[src/hdl/rbst_pkg.sv]
// Shared types and constants for the ray versus box slab test.
// No dependencies; imported by every module of the block.
`timescale 1ns / 1ps
package rbst_pkg;

  // Q16.16 coordinates, Q1.14 directions
  localparam int CW       = 32;
  localparam int DW       = 16;
  localparam int DIR_FRAC = 14;
  // magnitude of (bound - origin) fits CW bits; numerator adds the 14 fraction bits
  localparam int NW       = CW + DIR_FRAC;
  // signed distance width with room for the unbounded markers
  localparam int TW       = NW + 2;

  localparam logic signed [CW-1:0] Z_LO = CW'(0);
  localparam logic signed [CW-1:0] Z_HI = CW'(200 * 65536);

  // configuration register indexes
  localparam logic [1:0] REG_BOX_MIN_X = 2'd0;
  localparam logic [1:0] REG_BOX_MIN_Y = 2'd1;
  localparam logic [1:0] REG_BOX_MAX_X = 2'd2;
  localparam logic [1:0] REG_BOX_MAX_Y = 2'd3;

  typedef struct packed {
    logic signed [CW-1:0] origin_x;
    logic signed [CW-1:0] origin_y;
    logic signed [CW-1:0] origin_z;
    logic signed [DW-1:0] dir_x;
    logic signed [DW-1:0] dir_y;
    logic signed [DW-1:0] dir_z;
  } ray_t;

  typedef struct packed {
    logic                 hit;
    logic signed [CW-1:0] entry_distance;
  } result_t;

  // per-slab classification from the front end
  typedef struct packed {
    logic neg_lo;      // quotient for first bound is negative
    logic neg_hi;      // quotient for second bound is negative
    logic dzero;       // direction component is zero
    logic contained;   // origin lies between the bounds
  } slab_flags_t;

  typedef struct packed {
    logic [NW-1:0] num_lo;
    logic [NW-1:0] num_hi;
    logic [DW-1:0] den;
    slab_flags_t   flags;
  } slab_job_t;

  typedef slab_job_t [2:0] ray_job_t;

endpackage

[src/hdl/rbst_front.sv]
// Front end: box registers, ray intake, numerator and divisor setup per slab.
// Depends on rbst_pkg.
`timescale 1ns / 1ps
module rbst_front (
  input  logic                     clk,
  input  logic                     rst,
  input  logic                     cfg_wen,
  input  logic [1:0]               cfg_index,
  input  logic [rbst_pkg::CW-1:0]  cfg_data,
  input  logic                     ray_valid,
  output logic                     ray_stall,
  input  rbst_pkg::ray_t           ray,
  output logic                     job_valid,
  input  logic                     job_full,
  output rbst_pkg::ray_job_t       job
);
  import rbst_pkg::*;

  logic signed [CW-1:0] box_min_x, box_min_y, box_max_x, box_max_y;
  logic signed [CW-1:0] lo [3];
  logic signed [CW-1:0] hi [3];
  logic signed [CW-1:0] org [3];
  logic signed [DW-1:0] dir [3];
  ray_job_t             job_next;

  // configuration writes
  always_ff @(posedge clk) begin
    if (rst) begin
      box_min_x <= '0;
      box_min_y <= '0;
      box_max_x <= '0;
      box_max_y <= '0;
    end else if (cfg_wen) begin
      unique case (cfg_index)
        REG_BOX_MIN_X: box_min_x <= cfg_data;
        REG_BOX_MIN_Y: box_min_y <= cfg_data;
        REG_BOX_MAX_X: box_max_x <= cfg_data;
        REG_BOX_MAX_Y: box_max_y <= cfg_data;
        default: ;
      endcase
    end
  end

  assign lo[0]  = box_min_x;
  assign lo[1]  = box_min_y;
  assign lo[2]  = Z_LO;
  assign hi[0]  = box_max_x;
  assign hi[1]  = box_max_y;
  assign hi[2]  = Z_HI;
  assign org[0] = ray.origin_x;
  assign org[1] = ray.origin_y;
  assign org[2] = ray.origin_z;
  assign dir[0] = ray.dir_x;
  assign dir[1] = ray.dir_y;
  assign dir[2] = ray.dir_z;

  // per slab: differences, magnitudes, signs, containment
  always_comb begin
    logic signed [CW:0] dl, dh;
    logic        [CW:0] ml, mh;
    logic        [DW-1:0] md;
    for (int a = 0; a < 3; a++) begin
      dl = {lo[a][CW-1], lo[a]} - {org[a][CW-1], org[a]};
      dh = {hi[a][CW-1], hi[a]} - {org[a][CW-1], org[a]};
      ml = dl[CW] ? -dl : dl;
      mh = dh[CW] ? -dh : dh;
      md = dir[a][DW-1] ? -dir[a] : dir[a];
      job_next[a].num_lo          = {ml[CW-1:0], {DIR_FRAC{1'b0}}};
      job_next[a].num_hi          = {mh[CW-1:0], {DIR_FRAC{1'b0}}};
      job_next[a].den             = md;
      job_next[a].flags.neg_lo    = dl[CW] ^ dir[a][DW-1];
      job_next[a].flags.neg_hi    = dh[CW] ^ dir[a][DW-1];
      job_next[a].flags.dzero     = (dir[a] == '0);
      job_next[a].flags.contained = ((org[a] >= lo[a]) && (org[a] <= hi[a])) ||
                                    ((org[a] >= hi[a]) && (org[a] <= lo[a]));
    end
  end

  // intake register
  assign ray_stall = job_valid && job_full;

  always_ff @(posedge clk) begin
    if (rst) begin
      job_valid <= 1'b0;
    end else if (!ray_stall) begin
      job_valid <= ray_valid;
    end
  end

  always_ff @(posedge clk) begin
    if (!ray_stall && ray_valid) begin
      job <= job_next;
    end
  end

endmodule

[config.mk]
export PLATFORM = sky130hd
export DESIGN_NAME = rbst_front
export DESIGN_NICKNAME = d
export VERILOG_FILES = /design/src/hdl/rbst_pkg.sv /design/src/hdl/rbst_front.sv
export SDC_FILE = /design/constraint.sdc
export NUM_CORES = 1
export LEC_CHECK = 0
export BUFFER_PORTS_ARGS = -buffer_cell sky130_fd_sc_hd__buf_2
export CORE_MARGIN = 10
export CORE_UTILIZATION = 47
export DETAILED_ROUTE_END_ITERATION = 6
export GPL_TIMING_DRIVEN = 0
export PLACE_DENSITY_LB_ADDON = 0.25
export RECOVER_POWER = 50
export SETUP_SLACK_MARGIN = 0.4
export SLEW_MARGIN = 25
export SYNTH_ARGS = -nofsm -noshare
export SYNTH_HDL_FRONTEND = slang
export SYNTH_SLANG_ARGS = --single-unit
[constraint.sdc]
create_clock -name clk -period 32.5 [get_ports clk]
set_input_delay 4.875 -clock clk [delete_from_list [all_inputs] [get_ports clk]]
set_output_delay 4.875 -clock clk [all_outputs]
set_load 0.05 [all_outputs]
==> metrics, run 1 <==
Worst Max-Slew Pin Slew=around 1.5 ns; CTS tree=built; CP Data Required Time=27.62 ns; clk buf depth=3; Buffers on Ports=~420; crit end category=primary output; most frequent cell after synthesis=nand2_1; outcome=finished with violations; Die Ht=between 200 and 300 um; number of cell rows=88; maximum clock rate=~97 MHz; Initial Utilization=47.6%; mux contribution to synthesized area=less than 1%; crit path kind=input port to primary output; routability congestion estimate=between 0.9 and 1; Critical Path Start Type=input port; Reg2Reg Depth=14; mapped cell area=~28000 um^2; PD cells=between 40 and 50 nW/um^2; postcts setup bufs=0; Clock Skew=0.0129 ns; leakage=around 13 nW; Fin Setup TNS=0 ns; FF-to-FF Start=box_min_x[0]; Worst-Skew Late Latency=0.59 ns; # DRC=6; post-synthesis register bit count=380; Hold Buf Count CTS=0; Num CTS Buffers=44; DR vias/cell=~5.7; critical path peak fanout=3; post-synthesis compound-gate area fraction=19.0%; via count=between 20000 and 30000; final non-filler cell area=between 30000 and 40000 um^2; Routed WL=between 90000 and 100000 um; Avg Cell Area, Syn=8.60 um^2; Peak VDD IR=roughly 0.035 mV; post-placement cell area=31100 um^2; most frequent cells after synthesis=nand2_1, a21oi_1, edfxtp_1; routed len/inst=about 20 um; Hold EP=box_min_x[5]; RSZ-0062 raised after global routing=no; Worst R2R End=job[109]; CTS Sinks=380; IO Pins=between 500 and 600; FFs w/ async S/R, synth=0%; P&R area growth vs syn=17.6%; Max Cap Viol=1; Finished Layout Cells=between 4000 and 5000; die width=~260 um; Final Hold Fails=0; largest family of logic cells by synthesized area=simple AND/OR/NAND/NOR gates; largest net degree at the start of global routing=29; Worst EP arrival=5.44 ns; failing checks=design-rule violations, max-capacitance violations, max-slew violations; main flop type after synthesis=edfxtp_1; First-pass DRT Iterations=7; Setup-failing EPs final=0; hold_sp=box_min_x[5]; Final nets=4089; Placed Cells=4480; Starting DRT DRC Count=approximately 2400; Post-synth EDFFs=251; worst hold path type=register to register; DRT antenna net count=0; synth warn=0; GRT Residual Overflow=0; Final Max Slew Viols=20; H-tree Lvls=2; Synth area leader=edfxtp_1; Final period util=31.8%; Post-CTS Resized=0; flop2flop setup slack=between 20 and 30 ns; antenna violations before repair=30; Post-Synth XOR/XNOR Area=10.6%; Placeable Area=between 50000 and 60000 um^2; Post-Synth Adder-Cell Area=approximately 6.7%; top cells by area, synth=edfxtp_1, dfxtp_1, xnor2_1, ha_1, nand2_1; Seq/Total Area, Yosys=between 30% and 40%; Post-Syn Instances=around 3200; hold path depth=2; DIE AREA=a little under 70000 um^2; Post-Synth Simple-Gate Area=a little over 20%; Clock transition at path regs=~0.060 ns; area share of the largest cell type after synthesis=between 20% and 30%; Cell variety after synth=about 90; share of cells above drive strength 1=14.3%; number of global-route vias before repair=~24000; crit path time final=10.32 ns; Tot GR Track Use=25.7%; DP HPWL=around 76000 um; first-pass GRT wire length=138000 um; Max-slew headroom=-2.36%; root buffer cell=clkbuf_16
==> worst max-delay path, stage by stage <==
cell,delay [ns]
buf_2,0.07
and2_0,0.17
buf_2,0.32
==> cell type report <==
class                           instances  area, um^2
Fill cell                            5526       25500
Multi-Input combinational cell       2534       16000
Sequential cell                       380       10100
Timing Repair Buffer                  433        2070
Buffer                                237        1240
Clock buffer                           57        1220
Tap cell                              765         957
Inverter                              131         492
Clock inverter                         23         245
Antenna cell                           11        27.5
==> per-layer routing <==
metal / track usage, % / share of wire (%) / vias to the layer above
li1: - / - / 12500
met1: 33.4 / 41 / 12100
met2: 41.4 / 45 / 1025
met3: 6.71 / 9.9 / 192
met4: 7.74 / 2.9 / 40
met5: 0 / 0.29 / -
==> placed cells by master (no fill, tap or decap), types with 32 or more instances in the layout <==
master     synthesis  final
xor2_1            91     91
a21oi_1          312    312
nand4_1           42     42
or3_1             38     38
conb_1             1     84
nor2_1           206    206
buf_2              7    308
clkbuf_1         139    274
xnor2_1          242    242
inv_1            131    131
o21ai_0          134    134
nand2_1          462    462
clkbuf_16          0     46
and3_1            33     33
nor3_1            66     66
ha_1             141    141
or2_2             32     32
nand3_1           67     67
buf_4             87     87
edfxtp_1         251    251
a21o_1            51     51
o31ai_1           34     34
dfxtp_1          129    129
==> cells by family after synthesis <==
group | after synthesis
buffers and inverters | 368
muxes | 12
xor gates and xnor gates | 333
DFF | 380
adders and majority gates | 145
other | 1
AOI/OAI and AO/OA | 816
and+or+nand+nor | 1144
==> metrics by stage <==
stage               power [mW]  setup WS [ns]  util, %  hold WS, ns
floorplan                0.953          15.39        -        0.436
global placement          1.07          10.55     53.4        0.443
detailed placement        1.07          22.14     53.8        0.453
CTS                       1.58          22.14     56.4        0.461
global route              1.63          22.12     55.9        0.479
finish                    1.57          22.18     55.9        0.459
==> registers in the layout, summed over array words and instances, names as in the netlist <==
signal,flops
box_max_x,32
box_min_x,32
box_max_y,32
job,251
job_valid,1
box_min_y,32
==> how the worst max path moves through the flow <==
| stage | from | to | slack, ns | cells past startpoint |
|---|---|---|---|---|
| detailed placement | job_full | ray_stall | 22.14 | 3 |
| CTS | job_full | ray_stall | 22.14 | 3 |
| finish | job_full | ray_stall | 22.18 | 3 |
| floorplan | job_full | job[0] | 15.39 | 2 |
| global placement | job_full | job[62] | 10.55 | 3 |
| global route | job_full | ray_stall | 22.12 | 3 |
==> where the power goes <==
part	switching (mW)	internal, mW
Sequential	0.0138	0.572
Combinational	0.343	0.129
Clock	0.210	0.299
Power figures use the tool's default switching activity.
==> inputs of run 2 (changes only) <==
--- a/config.mk
+++ b/config.mk
@@ -5,6 +5,7 @@
 export SDC_FILE = /design/constraint.sdc
 export NUM_CORES = 1
 export LEC_CHECK = 0
+export ABC_AREA = 1
 export BUFFER_PORTS_ARGS = -buffer_cell sky130_fd_sc_hd__buf_2
 export CORE_MARGIN = 10
 export CORE_UTILIZATION = 47
==> constraint.sdc (replaced) <==
create_clock -name clk -period 8.7 [get_ports clk]
set_input_delay 1.305 -clock clk [delete_from_list [all_inputs] [get_ports clk]]
set_output_delay 1.305 -clock clk [all_outputs]
set_load 0.05 [all_outputs]
==> run 2 against run 1 <==
  * The flow finishes with violations (design-rule violations)
  * Clock skew up 0.0075 ns
  * Routed wire length up 14%
  * First-iteration DRC count up 3.5%
  * Power rose to 3.7 times the previous value
  * Sequential power rose to 3.7 times the previous value
  * Global-route usage up 0.62 points
  * Critical endpoint is now job[335]
  * Highest routed layer unchanged
==> metrics, run 2 <==
Clock transition at path regs=0.06 ns (about the same); Hold EP=box_max_x[16]; routing usage on met3=5.15% (-1.6 points); # DRC=1 (-5); Avg Cell Area, Syn=6.55 um^2 (-24%); synth warn=0 (unchanged); switching share of power=37.4% (+1.2 points); failing checks=design-rule violations; critical path peak fanout=28 (+25); crit path kind=input port to register; flop2flop setup slack=3.46 ns (-24.17 ns); Max Cap Viol=0 (-1); CTS tree=built; Reg2Reg Depth=8 (-6); post-synthesis register bit count=380 (unchanged); Final nets=5642 (+38%); Final Max Slew Viols=0 (-100%); H-tree Lvls=2 (unchanged); most frequent cells after synthesis=nand2_1, inv_1, nor2_1; DP HPWL=89400 um (+18%); Buffers on Ports=434 (+2.6%); Critical Path Start Type=input port; DRT antenna net count=0 (unchanged); PD cells=163 nW/um^2 (+240%); DIE AREA=76700 um^2 (+12%); GRT Residual Overflow=0 (unchanged); most frequent cell after synthesis=nand2_1; Tot GR Track Use=26.3% (+0.62 points); P&R area growth vs syn=16.0%; Post-Syn Instances=4740 (+48%); Worst-Skew Late Latency=0.59 ns (about the same); leakage=18.5 nW (+43%); Clock Skew=0.0203 ns (+0.00750 ns); Final Hold Fails=0 (unchanged); root buffer cell=clkbuf_16; hold_ws=0.469 ns (+0.0101 ns); clk buf depth=3 (unchanged); crit end category=register; Tot Pwr=5.88 mW (+270%); Post-synth EDFFs=251 (unchanged); via count=31400 (+21%); Fin Setup TNS=0 ns (unchanged); Worst Max-Slew Pin Slew=1.44 ns (-0.0971 ns); Cell variety after synth=60 (-35%); Max-slew headroom=4.32% (+6.7 points); Starting DRT DRC Count=2527 (+3.5%); Seq/Total Area, Yosys=32.6% (-4.2 points); max reg flops=251 (unchanged); main flop type after synthesis=edfxtp_1; hold_sp=box_max_x[16]; routability congestion estimate=0.993 (+2.7%); die width=277 um (+5.7%); FFs w/ async S/R, synth=0% (unchanged); top cells by area, synth=edfxtp_1, nand2_1, inv_1, dfxtp_1, ha_1; M1 GR Usage=33.0% (-0.44 points); clock share of power=31.9% (-0.6 points); maximum clock rate=between 150 and 200 MHz; largest net degree at the start of global routing=29 (unchanged); Setup-failing EPs final=0 (unchanged); worst hold path type=register to register; Worst R2R End=job[335]; busiest grt layer=met2; Num CTS Buffers=44 (unchanged); CTS Sinks=380 (unchanged); IO Pins=521 (unchanged); Synth area leader=edfxtp_1; commonest non-fill, non-tap cell in the layout=nand2_1; CP Data Required Time=8.97 ns (-18.65 ns); Initial Utilization=47.3% (-0.30 points); hold path depth=2 (unchanged); antenna violations before repair=22 (-27%); number of cell rows=94 (+6.8%); crit path time final=a little under 6 ns; Die Ht=277 um (+5.7%); Finished Layout Cells=6218 (+36%); most frequent cells in the layout=nand2_1, inv_1, nor2_1, nand3_1, buf_2; share of cells above drive strength 1=9.42% (-4.9 points); DR vias/cell=5.06 (-11%); Placeable Area=65600 um^2 (+14%); RSZ-0062 raised after global routing=no; first-pass GRT wire length=161000 um (+17%); First-pass DRT Iterations=7 (unchanged); Post-CTS Resized=0 (unchanged); postcts setup bufs=0 (unchanged); Routed WL=107000 um (+14%); Biggest register=job; Sw Pwr=2.20 mW (+290%); number of global-route vias before repair=28500 (+20%); sequential power share=37.0% (-0.4 points); Worst EP arrival=6.03 ns (+0.59 ns); mapped cell area=31000 um^2 (+13%); Placed Cells=6132 (+37%); routed len/inst=17.2 um (-16%); Hold Buf Count CTS=0 (unchanged); met2 Use GR=45.2% (+3.8 points); FF-to-FF Start=job_valid; Peak VDD IR=0.125 mV (+260%); Final period util=66.2%; Logic pwr share=31.1% (+0.9 points); outcome=finished with violations; area share of the largest cell type after synthesis=24.3% (-3.1 points); P_int=3.68 mW (+270%)
## run 2: cell types whose count changed in the layout (fill, tap and decap cells not counted), moves of 32 or more
| cell | previous run | this run |
|---|---|---|
| o21ai_0 | 134 | 101 |
| xor2_1 | 91 | 145 |
| nor2_1 | 206 | 424 |
| a21oi_1 | 312 | 232 |
| xnor2_1 | 242 | 64 |
| or3_1 | 38 | 0 |
| buf_2 | 308 | 276 |
| nand2_1 | 462 | 1660 |
| nand3_1 | 67 | 291 |
| nand4_1 | 42 | 121 |
| a21o_1 | 51 | 5 |
| inv_1 | 131 | 794 |
## run 2: worst max path at each step
stage | to | start
finish | job[335] | job_full
detailed placement | job[330] | ray[48]
global placement | job[327] | job_full
floorplan | job[0] | job_full
global route | job[269] | job_full
CTS | job[330] | ray[48]
## run 2: worst max-delay path, stage by stage
cell	delay, ns
buf_2	0.10
nand2_1	0.07
inv_1	0.05
nor2_1	0.71
clkbuf_1	1.08
clkbuf_1	1.12
clkbuf_1	1.09
buf_16	0.25
buf_16	0.19
## run 2: metrics by stage
stage	cell area (um^2)	utilization, %	setup WS, ns
floorplan	31300	-	2.89
detailed placement	34900	53.2	3.68
CTS	36300	55.4	4.27
finish	36000	54.8	2.94
global placement	34600	52.7	1.48
global route	36000	54.8	2.59
## run 2: layout make-up
| type | count | area (um^2) |
|---|---|---|
| fill | 6727 | 29600 |
| multi-input combinational | 3470 | 17200 |
| sequential | 380 | 10100 |
| inverter | 805 | 3020 |
| timing repair buffer | 445 | 2110 |
| clock buffer | 57 | 1220 |
| tap | 864 | 1080 |
| buffer | 168 | 981 |
| clock inverter | 23 | 219 |
| antenna | 6 | 15.0 |
## run 2: cell families after synthesis
group                      share of synthesized area [%]
xor gates and xnor gates                            6.16
buffers and inverters                               12.9
adders and majority gates                           5.94
AOI/OAI and AO/OA                                   6.75
other                                             0.0121
DFF                                                 32.6
and+or+nand+nor                                     35.6
## run 2: metal layers
metal  wire length (um)  share of wire, %  vias to the layer above
met2              50700                47                     1055
met1              45100                42                    14200
met5                202              0.19                        -
li1                   -                 -                    15900
met3               7880               7.4                      171
met4               2960               2.8                       34
## run 2: power groups by stage
stage / registers, mW / clock network, mW / logic [mW]
after detailed placement: 2.21 / 0 / 1.85
after floorplan: 2.66 / 0 / 0.896
final: 2.17 / 1.88 / 1.83
after global routing: 2.19 / 1.99 / 1.98
after global placement: 2.22 / 0 / 1.81
after CTS: 2.17 / 1.92 / 1.85
