File: src/hdl/rbst_pkg.sv
// Shared types and constants for the ray versus box slab test.
// No dependencies; imported by every module of the block.
`timescale 1ns / 1ps
package rbst_pkg;

  // Q16.16 coordinates, Q1.14 directions
  localparam int CW       = 32;
  localparam int DW       = 16;
  localparam int DIR_FRAC = 14;
  // magnitude of (bound - origin) fits CW bits; numerator adds the 14 fraction bits
  localparam int NW       = CW + DIR_FRAC;
  // signed distance width with room for the unbounded markers
  localparam int TW       = NW + 2;

  localparam logic signed [CW-1:0] Z_LO = CW'(0);
  localparam logic signed [CW-1:0] Z_HI = CW'(200 * 65536);

  // configuration register indexes
  localparam logic [1:0] REG_BOX_MIN_X = 2'd0;
  localparam logic [1:0] REG_BOX_MIN_Y = 2'd1;
  localparam logic [1:0] REG_BOX_MAX_X = 2'd2;
  localparam logic [1:0] REG_BOX_MAX_Y = 2'd3;

  typedef struct packed {
    logic signed [CW-1:0] origin_x;
    logic signed [CW-1:0] origin_y;
    logic signed [CW-1:0] origin_z;
    logic signed [DW-1:0] dir_x;
    logic signed [DW-1:0] dir_y;
    logic signed [DW-1:0] dir_z;
  } ray_t;

  typedef struct packed {
    logic                 hit;
    logic signed [CW-1:0] entry_distance;
  } result_t;

  // per-slab classification from the front end
  typedef struct packed {
    logic neg_lo;      // quotient for first bound is negative
    logic neg_hi;      // quotient for second bound is negative
    logic dzero;       // direction component is zero
    logic contained;   // origin lies between the bounds
  } slab_flags_t;

  typedef struct packed {
    logic [NW-1:0] num_lo;
    logic [NW-1:0] num_hi;
    logic [DW-1:0] den;
    slab_flags_t   flags;
  } slab_job_t;

  typedef slab_job_t [2:0] ray_job_t;

endpackage

File: src/hdl/rbst_queue.sv
// Short job queue between front end and back end.
// Depends on rbst_pkg.
`timescale 1ns / 1ps
module rbst_queue (
  input  logic               clk,
  input  logic               rst,
  input  logic               push,
  input  rbst_pkg::ray_job_t push_job,
  output logic               full,
  input  logic               pop,
  output logic               pop_valid,
  output rbst_pkg::ray_job_t pop_job
);
  import rbst_pkg::*;

  localparam int DEPTH = 4;
  localparam int AW    = $clog2(DEPTH);

  ray_job_t      mem [DEPTH];
  logic [AW-1:0] wr_ptr, rd_ptr;
  logic [AW:0]   count;

  assign full      = (count == (AW+1)'(DEPTH));
  assign pop_valid = (count != '0);
  assign pop_job   = mem[rd_ptr];

  always_ff @(posedge clk) begin
    if (push) begin
      mem[wr_ptr] <= push_job;
    end
  end

  // pointers and fill count
  always_ff @(posedge clk) begin
    if (rst) begin
      wr_ptr <= '0;
      rd_ptr <= '0;
      count  <= '0;
    end else begin
      if (push) wr_ptr <= wr_ptr + 1'b1;
      if (pop)  rd_ptr <= rd_ptr + 1'b1;
      count <= count + (AW+1)'(push) - (AW+1)'(pop);
    end
  end

  a_no_overflow: assert property (@(posedge clk) disable iff (rst)
    push |-> !full) else $error("queue push while full");
  a_no_underflow: assert property (@(posedge clk) disable iff (rst)
    pop |-> pop_valid) else $error("queue pop while empty");
  a_count_range: assert property (@(posedge clk) disable iff (rst)
    count <= (AW+1)'(DEPTH)) else $error("queue count out of range");

endmodule

File: config.mk
export PLATFORM = sky130hd
export DESIGN_NAME = rbst_queue
export DESIGN_NICKNAME = d
export VERILOG_FILES = /design/src/hdl/rbst_pkg.sv /design/src/hdl/rbst_queue.sv
export SDC_FILE = /design/constraint.sdc
export NUM_CORES = 1
export LEC_CHECK = 0
export ABC_CLOCK_PERIOD_IN_PS = 16370
export BUFFER_PORTS_ARGS = -buffer_cell sky130_fd_sc_hd__buf_2
export CORE_MARGIN = 4
export CORE_UTILIZATION = 61
export CTS_CLUSTER_SIZE = 14
export DETAILED_ROUTE_END_ITERATION = 8
export PLACE_DENSITY = 0.85
export REMOVE_ABC_BUFFERS = 1
export SLEW_MARGIN = 20
export SYNTH_ARGS = -nofsm -noshare
export SYNTH_HDL_FRONTEND = slang
export SYNTH_SLANG_ARGS = --single-unit
File: constraint.sdc
create_clock -name clk -period 16.37 [get_ports clk]
set_clock_uncertainty 0.1 [all_clocks]
set_input_delay 3.274 -clock clk [delete_from_list [all_inputs] [get_ports clk]]
set_output_delay 3.274 -clock clk [all_outputs]
set_load 0.05 [all_outputs]
==> metrics.md, run 1 <==
| Metric | Value |
|---|---|
| Outcome | finished clean |
| Met3 capacity usage during global routing | 0.0701 |
| Antenna violations before repair | between 50 and 60 |
| Core ar. | between 70000 and 80000 um2 |
| Vias per cell | 6.39 |
| Synthesized instance count | roughly 1800 |
| Crit path kind | reg -> out |
| Initial core utilization | 0.617 |
| Slowest CP cell | buf_4 |
| Clock tree from TritonCTS | built |
| Static Leakage | just under 20 nW |
| CP max FO | 80 |
| Finish-stage setup viols | 0 |
| Num ports | a little under 700 |
| Clk_lat worst skew | approximately 0.70 ns |
| Overflow left after global routing | 0 |
| CP max stage delay | around 0.99 ns |
| Die H | around 290 um |
| Unrepaired setup endpoints after global routing | false |
| Via total after detailed routing | ~24000 |
| Signal arrival time at the worst endpoint | ~4.5 ns |
| Maximum number of pins on one net before global-route repair | approximately 160 |
| Placed instance count | 3473 |
| R2R Path Start | wr_ptr[1]$_SDFFE_PP0P_ |
| Area growth from synthesis to layout | 17.9% |
| Slew headroom | 0.230 |
| Most common library cell in the layout ignoring fill and taps | edfxtp_1 |
| Fraction of the yosys area taken by sequential cells | 0.830 |
| Synth unique cells | 22 |
| Synthesized area | between 40000 and 50000 um2 |
| Fraction of met2 tracks used by global routing | 0.492 |
| # rows | 103 |
| Post-route insts no fill | between 3000 and 4000 |
| Detailed-route wire length per cell | 33.2 um |
| Post-placement setup slack | around 8.9 ns |
| Final hold slack | 0.510 ns |
| CP dominant cell by count | buf_4 |
| Count of clock tree sinks | about 1400 |
| Actual transition at the worst max-transition pin | around 1.2 ns |
| Worst hold path depth | 2 |
| Depth of the worst register-to-register path | 6 |
| Critical hold path startpoint | wr_ptr[0]$_SDFFE_PP0P_ |
| Total clock buffers created by CTS | 130 |
| CP Capture Type | primary output |
| Mean instance size in the synthesized netlist | around 27 um2 |
| Final cycle utilization of the critical path | 0.478 |
| Clock Path Buffers | 3 |
| Number of DRC markers in iteration 0 | 2733 |
| Power Density | ~140 nW/um2 |
| Worst path cell trace | buf_4, buf_4, mux4_2, buf_2 |
| Detailed-route wire length | 124000 um |
| Buffer type at the clock tree root | clkbuf_16 |
| Global-route wire length before repair | roughly 180000 um |
| Fraction of post-synthesis cell area in the top cell type by area | 0.827 |
| Top area cells in the synthesized netlist | edfxtp_1 83%, mux4_2 16%, buf_4 0.45%, dfxtp_1 0.37%, buf_2 0.15% |
| Die area | approximately 85000 um2 |
| Flops & latches, synth | roughly 1400 |
| Final #Nets | slightly below 3000 |
| Time the worst path needs with I/O delays and setup | around 8 ns |
| Antenna-violating nets left | 0 |
| Tightest Hold Check Type | reg -> reg |
| Final hold violation count | 0 |
| FF-to-FF setup slack | approximately 12 ns |
| CTS-repair resized insts | 0 |
| Router iterations before antenna repair | 6 |
| Busiest layer in global routing | met2 |
| Number of H-tree levels | 4 |
| CTS clk-pin slew, worst paths | ~0.06 ns |
| Most used cells in the layout excluding fill and tap cells | 1344 x edfxtp_1, 677 x buf_2, 336 x mux4_2 |
| Gr usage total | 0.287 |
| Final core occ | 0.728 |
| Met1 usage in global routing | 0.347 |
| Endpoint of the worst-slack reg-to-reg timing path | mem[1][162]$_DFFE_PP_ |
| Top cell type by total area after synthesis | edfxtp_1 |
| Drc violations | 0 |
| Yosys synthesis warning count | 0 |
| Number of pins exceeding their max-slew limit in the final report | 0 |
| Final setup slack of the worst path | approximately 8.5 ns |
| Crit path required time | roughly 13 ns |
| CP Launch Type | register |
| X dimension of the die | 291 um |
| Number of global-route vias before repair | ~25000 |
| Share of layout cells above drive strength 1 | 0.460 |
| Max-cap violation count | 0 |
| Number of port buffers | ~680 |
| Detail Placement HPWL | about 69000 um |
| Timing-limited maximum frequency | approximately 130 MHz |
| Buffers inserted by post-CTS timing repair | 0 |
| Worst Hold Path EP | wr_ptr[0]$_SDFFE_PP0P_ |
| GP Congestion | ~0.8 |
| Worst supply voltage drop on vdd | around 0.15 mV |
| CTS hold repair buffers | 0 |
-- cell families (layout without fill, tap and decap cells) --
kind of cell / count (synthesis) / after routing / synth area share
simple gates: 14 / 14 / 0.00156
fa+ha+maj: 7 / 7 / 0.00195
flops: 1353 / 1353 / 0.830
xor+xnor: 3 / 3 / 0.000846
buf+inv: 81 / 936 / 0.00976
mux: 337 / 337 / 0.155
other cells: 0 / 50 / 0
compound gates: 2 / 2 / 0.000307
-- per-layer routing --
metal | part of all wire | wire length (um)
met5 | 0.00092 | 114
met2 | 0.54 | 67100
met1 | 0.32 | 39600
met3 | 0.088 | 11000
met4 | 0.054 | 6730
-- state kept, by name, indices dropped and copies added, names as in the netlist, named ones only --
signal,count
mem,1344
count,3
rd_ptr,2
wr_ptr,2
-- cells in the mapped netlist --
library cell  instances
a21bo_2               1
a21oi_1               1
and2_1                4
and3_1                1
buf_1                16
buf_2                15
buf_4                29
buf_6                 6
clkbuf_1              9
dfxtp_1               9
edfxtp_1           1344
fa_1                  1
ha_1                  6
inv_1                 6
mux2i_1               1
mux4_2              336
nand3b_1              1
nor2_1                5
nor2b_1               2
or3_1                 1
xnor2_1               2
xor3_1                1
-- critical path, delay by kind of cell (launching register included) --
family	cells	cell delay [ns]
multiplexers	1	0.44
buffers and inverters	3	2.16
flip-flops	1	0.96
-- report_power, final --
group	leakage (nW)	switching, mW	internal, mW	total [mW]
registers	12.4	0.0626	3.99	4.05
clock network	2.00	1.30	1.62	2.92
logic	4.79	0.811	0.309	1.12
total	19.2	2.18	5.91	8.09
-- metrics by stage --
step	power [mW]	area [um2]	setup TNS, ns
detailed placement	5.21	53300	0
global route	8.33	57500	0
global placement	5.17	53300	0
finish	8.09	57600	0
floorplan	5.00	48400	-700.23
CTS	8.10	57400	0
-- area by class of cell --
type	count	area, um2
sequential	1353	40500
antenna	50	125
multi-input combinational	363	7820
fill	4127	21500
inverter	6	22.5
timing repair buffer	702	3650
tap	1050	1310
clock inverter	65	636
clock buffer	163	3470
-- worst max path at each step --
stage,endpoint,slack (ns)
floorplan,pop_job[0],-2.08
global placement,mem[1][162]$_DFFE_PP_,8.90
detailed placement,mem[1][258]$_DFFE_PP_,8.85
CTS,pop_job[238],8.45
global route,pop_job[272],8.25
finish,pop_job[238],8.55
(Power assumes the default switching activity.)
==> inputs of run 2 (changes only) <==
--- a/config.mk
+++ b/config.mk
@@ -5,13 +5,13 @@
 export SDC_FILE = /design/constraint.sdc
 export NUM_CORES = 1
 export LEC_CHECK = 0
-export ABC_CLOCK_PERIOD_IN_PS = 16370
+export ABC_CLOCK_PERIOD_IN_PS = 6500
 export BUFFER_PORTS_ARGS = -buffer_cell sky130_fd_sc_hd__buf_2
 export CORE_MARGIN = 4
-export CORE_UTILIZATION = 61
+export CORE_UTILIZATION = 51
 export CTS_CLUSTER_SIZE = 14
 export DETAILED_ROUTE_END_ITERATION = 8
-export PLACE_DENSITY = 0.85
+export PLACE_DENSITY = 0.76
 export REMOVE_ABC_BUFFERS = 1
 export SLEW_MARGIN = 20
 export SYNTH_ARGS = -nofsm -noshare
==> constraint.sdc (replaced) <==
create_clock -name clk -period 6.5 [get_ports clk]
set_clock_uncertainty 0.1 [all_clocks]
set_input_delay 1.3 -clock clk [delete_from_list [all_inputs] [get_ports clk]]
set_output_delay 1.3 -clock clk [all_outputs]
set_load 0.05 [all_outputs]
==> run 2 against run 1 <==
  * Clock-buffer cell count rose by 7
  * Wire length decreased by 17%
  * Sequential power rose to 2.5 times the previous value
  * Combinational power rose by 140%
  * Hold slack worse by 0.066 ns
  * Cell count grew 5.6%
  * Sequential cell count did not move
  * Critical path depth decreased by 1
  * Utilization fell by 12 points
  * Critical endpoint is now pop_job[263]
==> metrics.md, run 2 (synthesis results as in run 1) <==
| Metric | Value |
|---|---|
| Outcome | finished clean |
| Total clock buffers created by CTS | around 130 |
| Global-route wire length before repair | around 150000 um |
| Busiest layer in global routing | met2 |
| Register name with the most flops | mem |
| Actual transition at the worst max-transition pin | approximately 1.1 ns |
| Antenna violations before repair | 38 |
| CTS hold repair buffers | 0 |
| CP Capture Type | primary output |
| CTS-repair resized insts | 0 |
| Detailed-route wire length | between 100000 and 150000 um |
| Buffer type at the clock tree root | clkbuf_16 |
| Die H | 317 um |
| Maximum number of pins on one net before global-route repair | 150 |
| Final #Nets | 2910 |
| Die area | ~100000 um2 |
| X dimension of the die | approximately 320 um |
| Final hold violation count | 0 |
| Finish-stage setup viols | 0 |
| Final cycle utilization of the critical path | 0.710 |
| Unrepaired setup endpoints after global routing | false |
| Most common library cell in the layout ignoring fill and taps | edfxtp_1 |
| Number of pins exceeding their max-slew limit in the final report | 0 |
| Max reg flops | roughly 1300 |
| # rows | between 100 and 150 |
| Core ar. | ~95000 um2 |
| Final hold slack | 0.445 ns |
| Max-cap violation count | 0 |
| Clk_lat worst skew | between 0.7 and 0.8 ns |
| Fraction of met2 tracks used by global routing | 0.348 |
| Share of layout cells above drive strength 1 | 0.458 |
| Detailed-route wire length per cell | 26.2 um |
| Number of DRC markers in iteration 0 | 1865 |
| Router iterations before antenna repair | 5 |
| Timing-limited maximum frequency | about 220 MHz |
| CP max FO | 74 |
| Area growth from synthesis to layout | 18.5% |
| Time the worst path needs with I/O delays and setup | 4.62 ns |
| Buffers inserted by post-CTS timing repair | 0 |
| Initial core utilization | 0.514 |
| Count of clock tree sinks | around 1400 |
| Gr usage total | 0.205 |
| Tightest Hold Check Type | reg -> reg |
| Signal arrival time at the worst endpoint | 3.22 ns |
| Static Leakage | a little under 20 nW |
| Largest registers | mem (1344), count (3) |
| Antenna-violating nets left | 0 |
| Vias per cell | 5.64 |
| Slew headroom | 0.248 |
| CTS clk-pin slew, worst paths | approximately 0.050 ns |
| Met1 usage in global routing | 0.248 |
| Met3 capacity usage during global routing | 0.0629 |
| CP Launch Type | register |
| Placed instance count | approximately 3700 |
| Number of global-route vias before repair | around 24000 |
| Number of port buffers | ~680 |
| Most used cells in the layout excluding fill and tap cells | 1344 x edfxtp_1, 677 x buf_2, 336 x mux4_2 |
| Detail Placement HPWL | between 60000 and 70000 um |
| Clock Path Buffers | 3 |
| Crit path kind | reg -> out |
| Power Density | 345 nW/um2 |
| Post-route insts no fill | ~4000 |
| Num ports | 678 |
| Clock tree from TritonCTS | built |
| Area of placed instances | 53800 um2 |
| GP Congestion | 0.774 |
| Overflow left after global routing | 0 |
| Via total after detailed routing | 22352 |
| Drc violations | 0 |
| Crit path required time | between 5 and 6 ns |
| Number of H-tree levels | 4 |
| Worst supply voltage drop on vdd | around 0.3 mV |
| Layout Cell Area excl Fill | 57900 um2 |
==> run 2: cell count changes in the layout (fill, tap and decap cells not counted), moves of 5 or more <==
cell      delta
buf_12      +10
clkbuf_1     +6
clkinv_2     -6
diode_2     -12
inv_6        +5
==> run 2: worst max-delay path, stage by stage, from the launching register on <==
cell,delay [ns]
dfxtp_4,0.93
buf_12,0.55
mux4_2,0.62
buf_2,0.24
==> run 2: report_power, final <==
group | switching (mW) | internal [mW]
Combinational | 1.96 | 0.788
Sequential | 0.120 | 10.0
Clock | 3.11 | 3.97
Total | 5.18 | 14.8
==> run 2: final cells by class <==
type                       count  area, um2
antenna                       38       95.1
clock buffer                 170       3520
clock inverter                60        488
fill                        6407      37100
inverter                       6       22.5
multi-input combinational    363       7820
sequential                  1353      40500
tap                         1265       1580
timing repair buffer         706       3790
==> run 2: worst paths after layout <==
path / slack [ns] / end / cells after the start / from
min: 0.44 / register / 2 / rd_ptr[0]$_SDFFE_PP0P_
min reg2reg: 0.44 / register / 2 / rd_ptr[0]$_SDFFE_PP0P_
max reg2reg: 3.82 / mem[2][64]$_DFFE_PP_ / 4 / wr_ptr[0]$_SDFFE_PP0P_
max: 1.88 / pop_job[263] / 3 / register
==> run 2: per-stage QoR <==
| step | setup WS (ns) | power [mW] | utilization | TNS (ns) |
|---|---|---|---|---|
| 2_1_floorplan | -9.98 | 12.6 | - | -7665.51 |
| 3_3_place_gp | 2.57 | 13.0 | 0.566 | 0 |
| 3_5_place_dp | 2.55 | 13.1 | 0.566 | 0 |
| 4_1_cts | 1.74 | 20.2 | 0.608 | 0 |
| 5_1_grt | 1.56 | 20.7 | 0.609 | 0 |
| 6_report | 1.88 | 20.0 | 0.609 | 0 |
==> run 2: routing by layer <==
| layer | up-vias | part of all wire |
|---|---|---|
| met1 | 11755 | 0.35 |
| met5 | - | 0.00065 |
| met2 | 965 | 0.53 |
| met4 | 10 | 0.036 |
| met3 | 199 | 0.081 |
| li1 | 9423 | - |
==> inputs of run 3 (changes only) <==
--- a/config.mk
+++ b/config.mk
@@ -5,13 +5,13 @@
 export SDC_FILE = /design/constraint.sdc
 export NUM_CORES = 1
 export LEC_CHECK = 0
-export ABC_CLOCK_PERIOD_IN_PS = 6500
+export ABC_CLOCK_PERIOD_IN_PS = 4700
 export BUFFER_PORTS_ARGS = -buffer_cell sky130_fd_sc_hd__buf_2
 export CORE_MARGIN = 4
-export CORE_UTILIZATION = 51
+export CORE_UTILIZATION = 57
 export CTS_CLUSTER_SIZE = 14
 export DETAILED_ROUTE_END_ITERATION = 8
-export PLACE_DENSITY = 0.76
+export PLACE_DENSITY = 0.8
 export REMOVE_ABC_BUFFERS = 1
 export SLEW_MARGIN = 20
 export SYNTH_ARGS = -nofsm -noshare
==> constraint.sdc (replaced) <==
create_clock -name clk -period 4.7 [get_ports clk]
set_clock_uncertainty 0.1 [all_clocks]
set_input_delay 0.94 -clock clk [delete_from_list [all_inputs] [get_ports clk]]
set_output_delay 0.94 -clock clk [all_outputs]
set_load 0.05 [all_outputs]
==> run 3 against run 2 <==
  * Critical path depth unchanged
  * Critical path type unchanged
  * Combinational power increased by 44%
  * Hold slack got worse by 0.12 ns
  * Total power increased by 40%
  * Setup slack got worse by 1.1 ns
  * Sequential cell count unchanged
  * Largest power group unchanged
  * Non-clock buffer count increased by 38
  * Final area increased by 0.57%
  * First-iteration DRC count increased by 26%
==> metrics.md, run 3 (synthesis results as in run 1) <==
| Metric | Value |
|---|---|
| Post-route insts no fill | just under 4000 |
| Static Leakage | roughly 20 nW |
| Final hold violation count | 0 |
| CP max stage delay | around 0.67 ns |
| Finish-stage setup viols | 0 |
| CP Capture Type | primary output |
| Antenna violations before repair | between 50 and 60 |
| Vias per cell | 6.00 |
| CP bufs+invs | 2 |
| Worst hold path depth | 1 |
| Detailed-route wire length per cell | slightly below 30 um |
| X dimension of the die | approximately 300 um |
| CTS-repair resized insts | 0 |
| CTS hold repair buffers | 0 |
| Antenna-violating nets left | 0 |
| # rows | between 100 and 150 |
| Unrepaired setup endpoints after global routing | false |
| Share of layout cells above drive strength 1 | 0.464 |
| Clock tree from TritonCTS | built |
| Buffer type at the clock tree root | clkbuf_16 |
| Kind of cell adding the most delay to the critical path | buffers and inverters |
| CP Launch Type | register |
| Depth of the critical timing path with buffers and inverters included | 3 |
| Drc violations | 0 |
| Buffers inserted by post-CTS timing repair | 0 |
| Area taken by flip-flops and latches | 40500 um2 |
| Tightest Hold Check Type | in -> reg |
| R2R Path Start | wr_ptr[0]$_SDFFE_PP0P_ |
| Die area | 90400 um2 |
| Num ports | 678 |
| Overflow left after global routing | 0 |
| Number of global-route vias before repair | approximately 25000 |
| Depth of the worst register-to-register path | 3 |
| Timing-limited maximum frequency | 254 MHz |
| Area growth from synthesis to layout | 19.2% |
| Overall power after layout | around 28 mW |
| Endpoint of the worst-slack reg-to-reg timing path | mem[3][72]$_DFFE_PP_ |
| Maximum number of pins on one net before global-route repair | approximately 120 |
| Actual transition at the worst max-transition pin | 1.01 ns |
| Most used cells in the layout excluding fill and tap cells | 1344 x edfxtp_1, 677 x buf_2, 336 x mux4_2 |
| Final #Nets | roughly 3000 |
| Count of clock tree sinks | approximately 1400 |
| Largest registers | mem (1344), count (3) |
| Die H | 301 um |
| Worst supply voltage drop on vdd | between 0.4 and 0.5 mV |
| Gr usage total | 0.251 |
| Max-cap violation count | 0 |
| Final setup slack of the worst path | 0.760 ns |
| Signal arrival time at the worst endpoint | 2.90 ns |
| Global-route wire length before repair | 165000 um |
| Core ar. | ~85000 um2 |
| Number of DRC markers in iteration 0 | ~2300 |
| Number of H-tree levels | 4 |
| Placed instance count | 3610 |
| Setup total negative slack | 0 ns |
| Register name with the most flops | mem |
| Worst path cell trace | buf_12, mux4_2, buf_2 |
| Most common library cell in the layout ignoring fill and taps | edfxtp_1 |
| Slew headroom | 0.326 |
| Termination of the worst setup path | pop_job[221] |
| Time the worst path needs with I/O delays and setup | about 3.9 ns |
| Crit path required time | 3.66 ns |
| Final cycle utilization of the critical path | 0.838 |
| CP max FO | 71 |
| Via total after detailed routing | around 23000 |
| Number of pins exceeding their max-slew limit in the final report | 0 |
| Crit path kind | reg -> out |
| Detailed-route wire length | around 110000 um |
| Slowest CP cell | dfxtp_4 |
| FF-to-FF setup slack | between 2 and 2.5 ns |
| Max reg flops | 1344 |
| GP Congestion | ~0.82 |
| Initial core utilization | 0.574 |
| CTS clk-pin slew, worst paths | approximately 0.060 ns |
| Number of port buffers | between 600 and 700 |
| Outcome | finished clean |
| Post-placement setup slack | between 1 and 1.5 ns |
| Router iterations before antenna repair | 5 |
| Clk_lat worst skew | 0.72 ns |
| Total of fill cells in the finished design | 4900 |
| Combined area of the multi-input logic cells | a little under 8000 um2 |
| Power Density | between 400 and 500 nW/um2 |
| Detail Placement HPWL | about 69000 um |
| Clock Path Buffers | 3 |
| Total clock buffers created by CTS | 132 |
## run 3: changes by cell type in the layout (fill, tap and decap cells not counted), sizes merged
cell	delta
buf	+38
diode	+8
clkinv	+4
inv	-4
bufinv	+3
clkbuf	-3
clkinvlp	-1
## run 3: layer usage
layer | global-route usage | vias to the layer above | wire length, um
met5 | 0 | - | 152
met4 | 0.115 | 22 | 5030
met3 | 0.0716 | 268 | 10300
met2 | 0.428 | 1332 | 61600
met1 | 0.299 | 12191 | 37100
li1 | - | 9489 | -
## run 3: area by class of cell
class | count | share of cell area
tap | 1144 | 0.0246
timing repair buffer | 744 | 0.0731
inverter | 6 | 0.000387
clock inverter | 62 | 0.00841
antenna | 46 | 0.00198
multi-input combinational | 363 | 0.134
sequential | 1353 | 0.697
clock buffer | 167 | 0.0605
## run 3: per-stage QoR
stage               hold slack, ns  utilization  instance area, um2
floorplan                    0.392            -               48400
global placement             0.400        0.636               54100
detailed placement           0.432        0.636               54100
CTS                          0.262        0.683               58100
global route                 0.289        0.684               58200
finish                       0.322        0.685               58200
## run 3: worst min-delay path by stage
| stage | from | endpoint | slack [ns] |
|---|---|---|---|
| detailed placement | rd_ptr[1]$_SDFFE_PP0P_ | register | 0.43 |
| global route | push_job[130] | mem[1][130]$_DFFE_PP_ | 0.29 |
| global placement | rd_ptr[1]$_SDFFE_PP0P_ | register | 0.40 |
| finish | push_job[196] | mem[2][196]$_DFFE_PP_ | 0.32 |
| floorplan | rd_ptr[1]$_SDFFE_PP0P_ | register | 0.39 |
| CTS | push_job[313] | mem[0][313]$_DFFE_PP_ | 0.26 |
## run 3: power by group
part	switching [mW]	internal, mW
Clock	4.27	5.63
Sequential	0.181	13.9
Combinational	2.79	1.14
Total	7.25	20.7
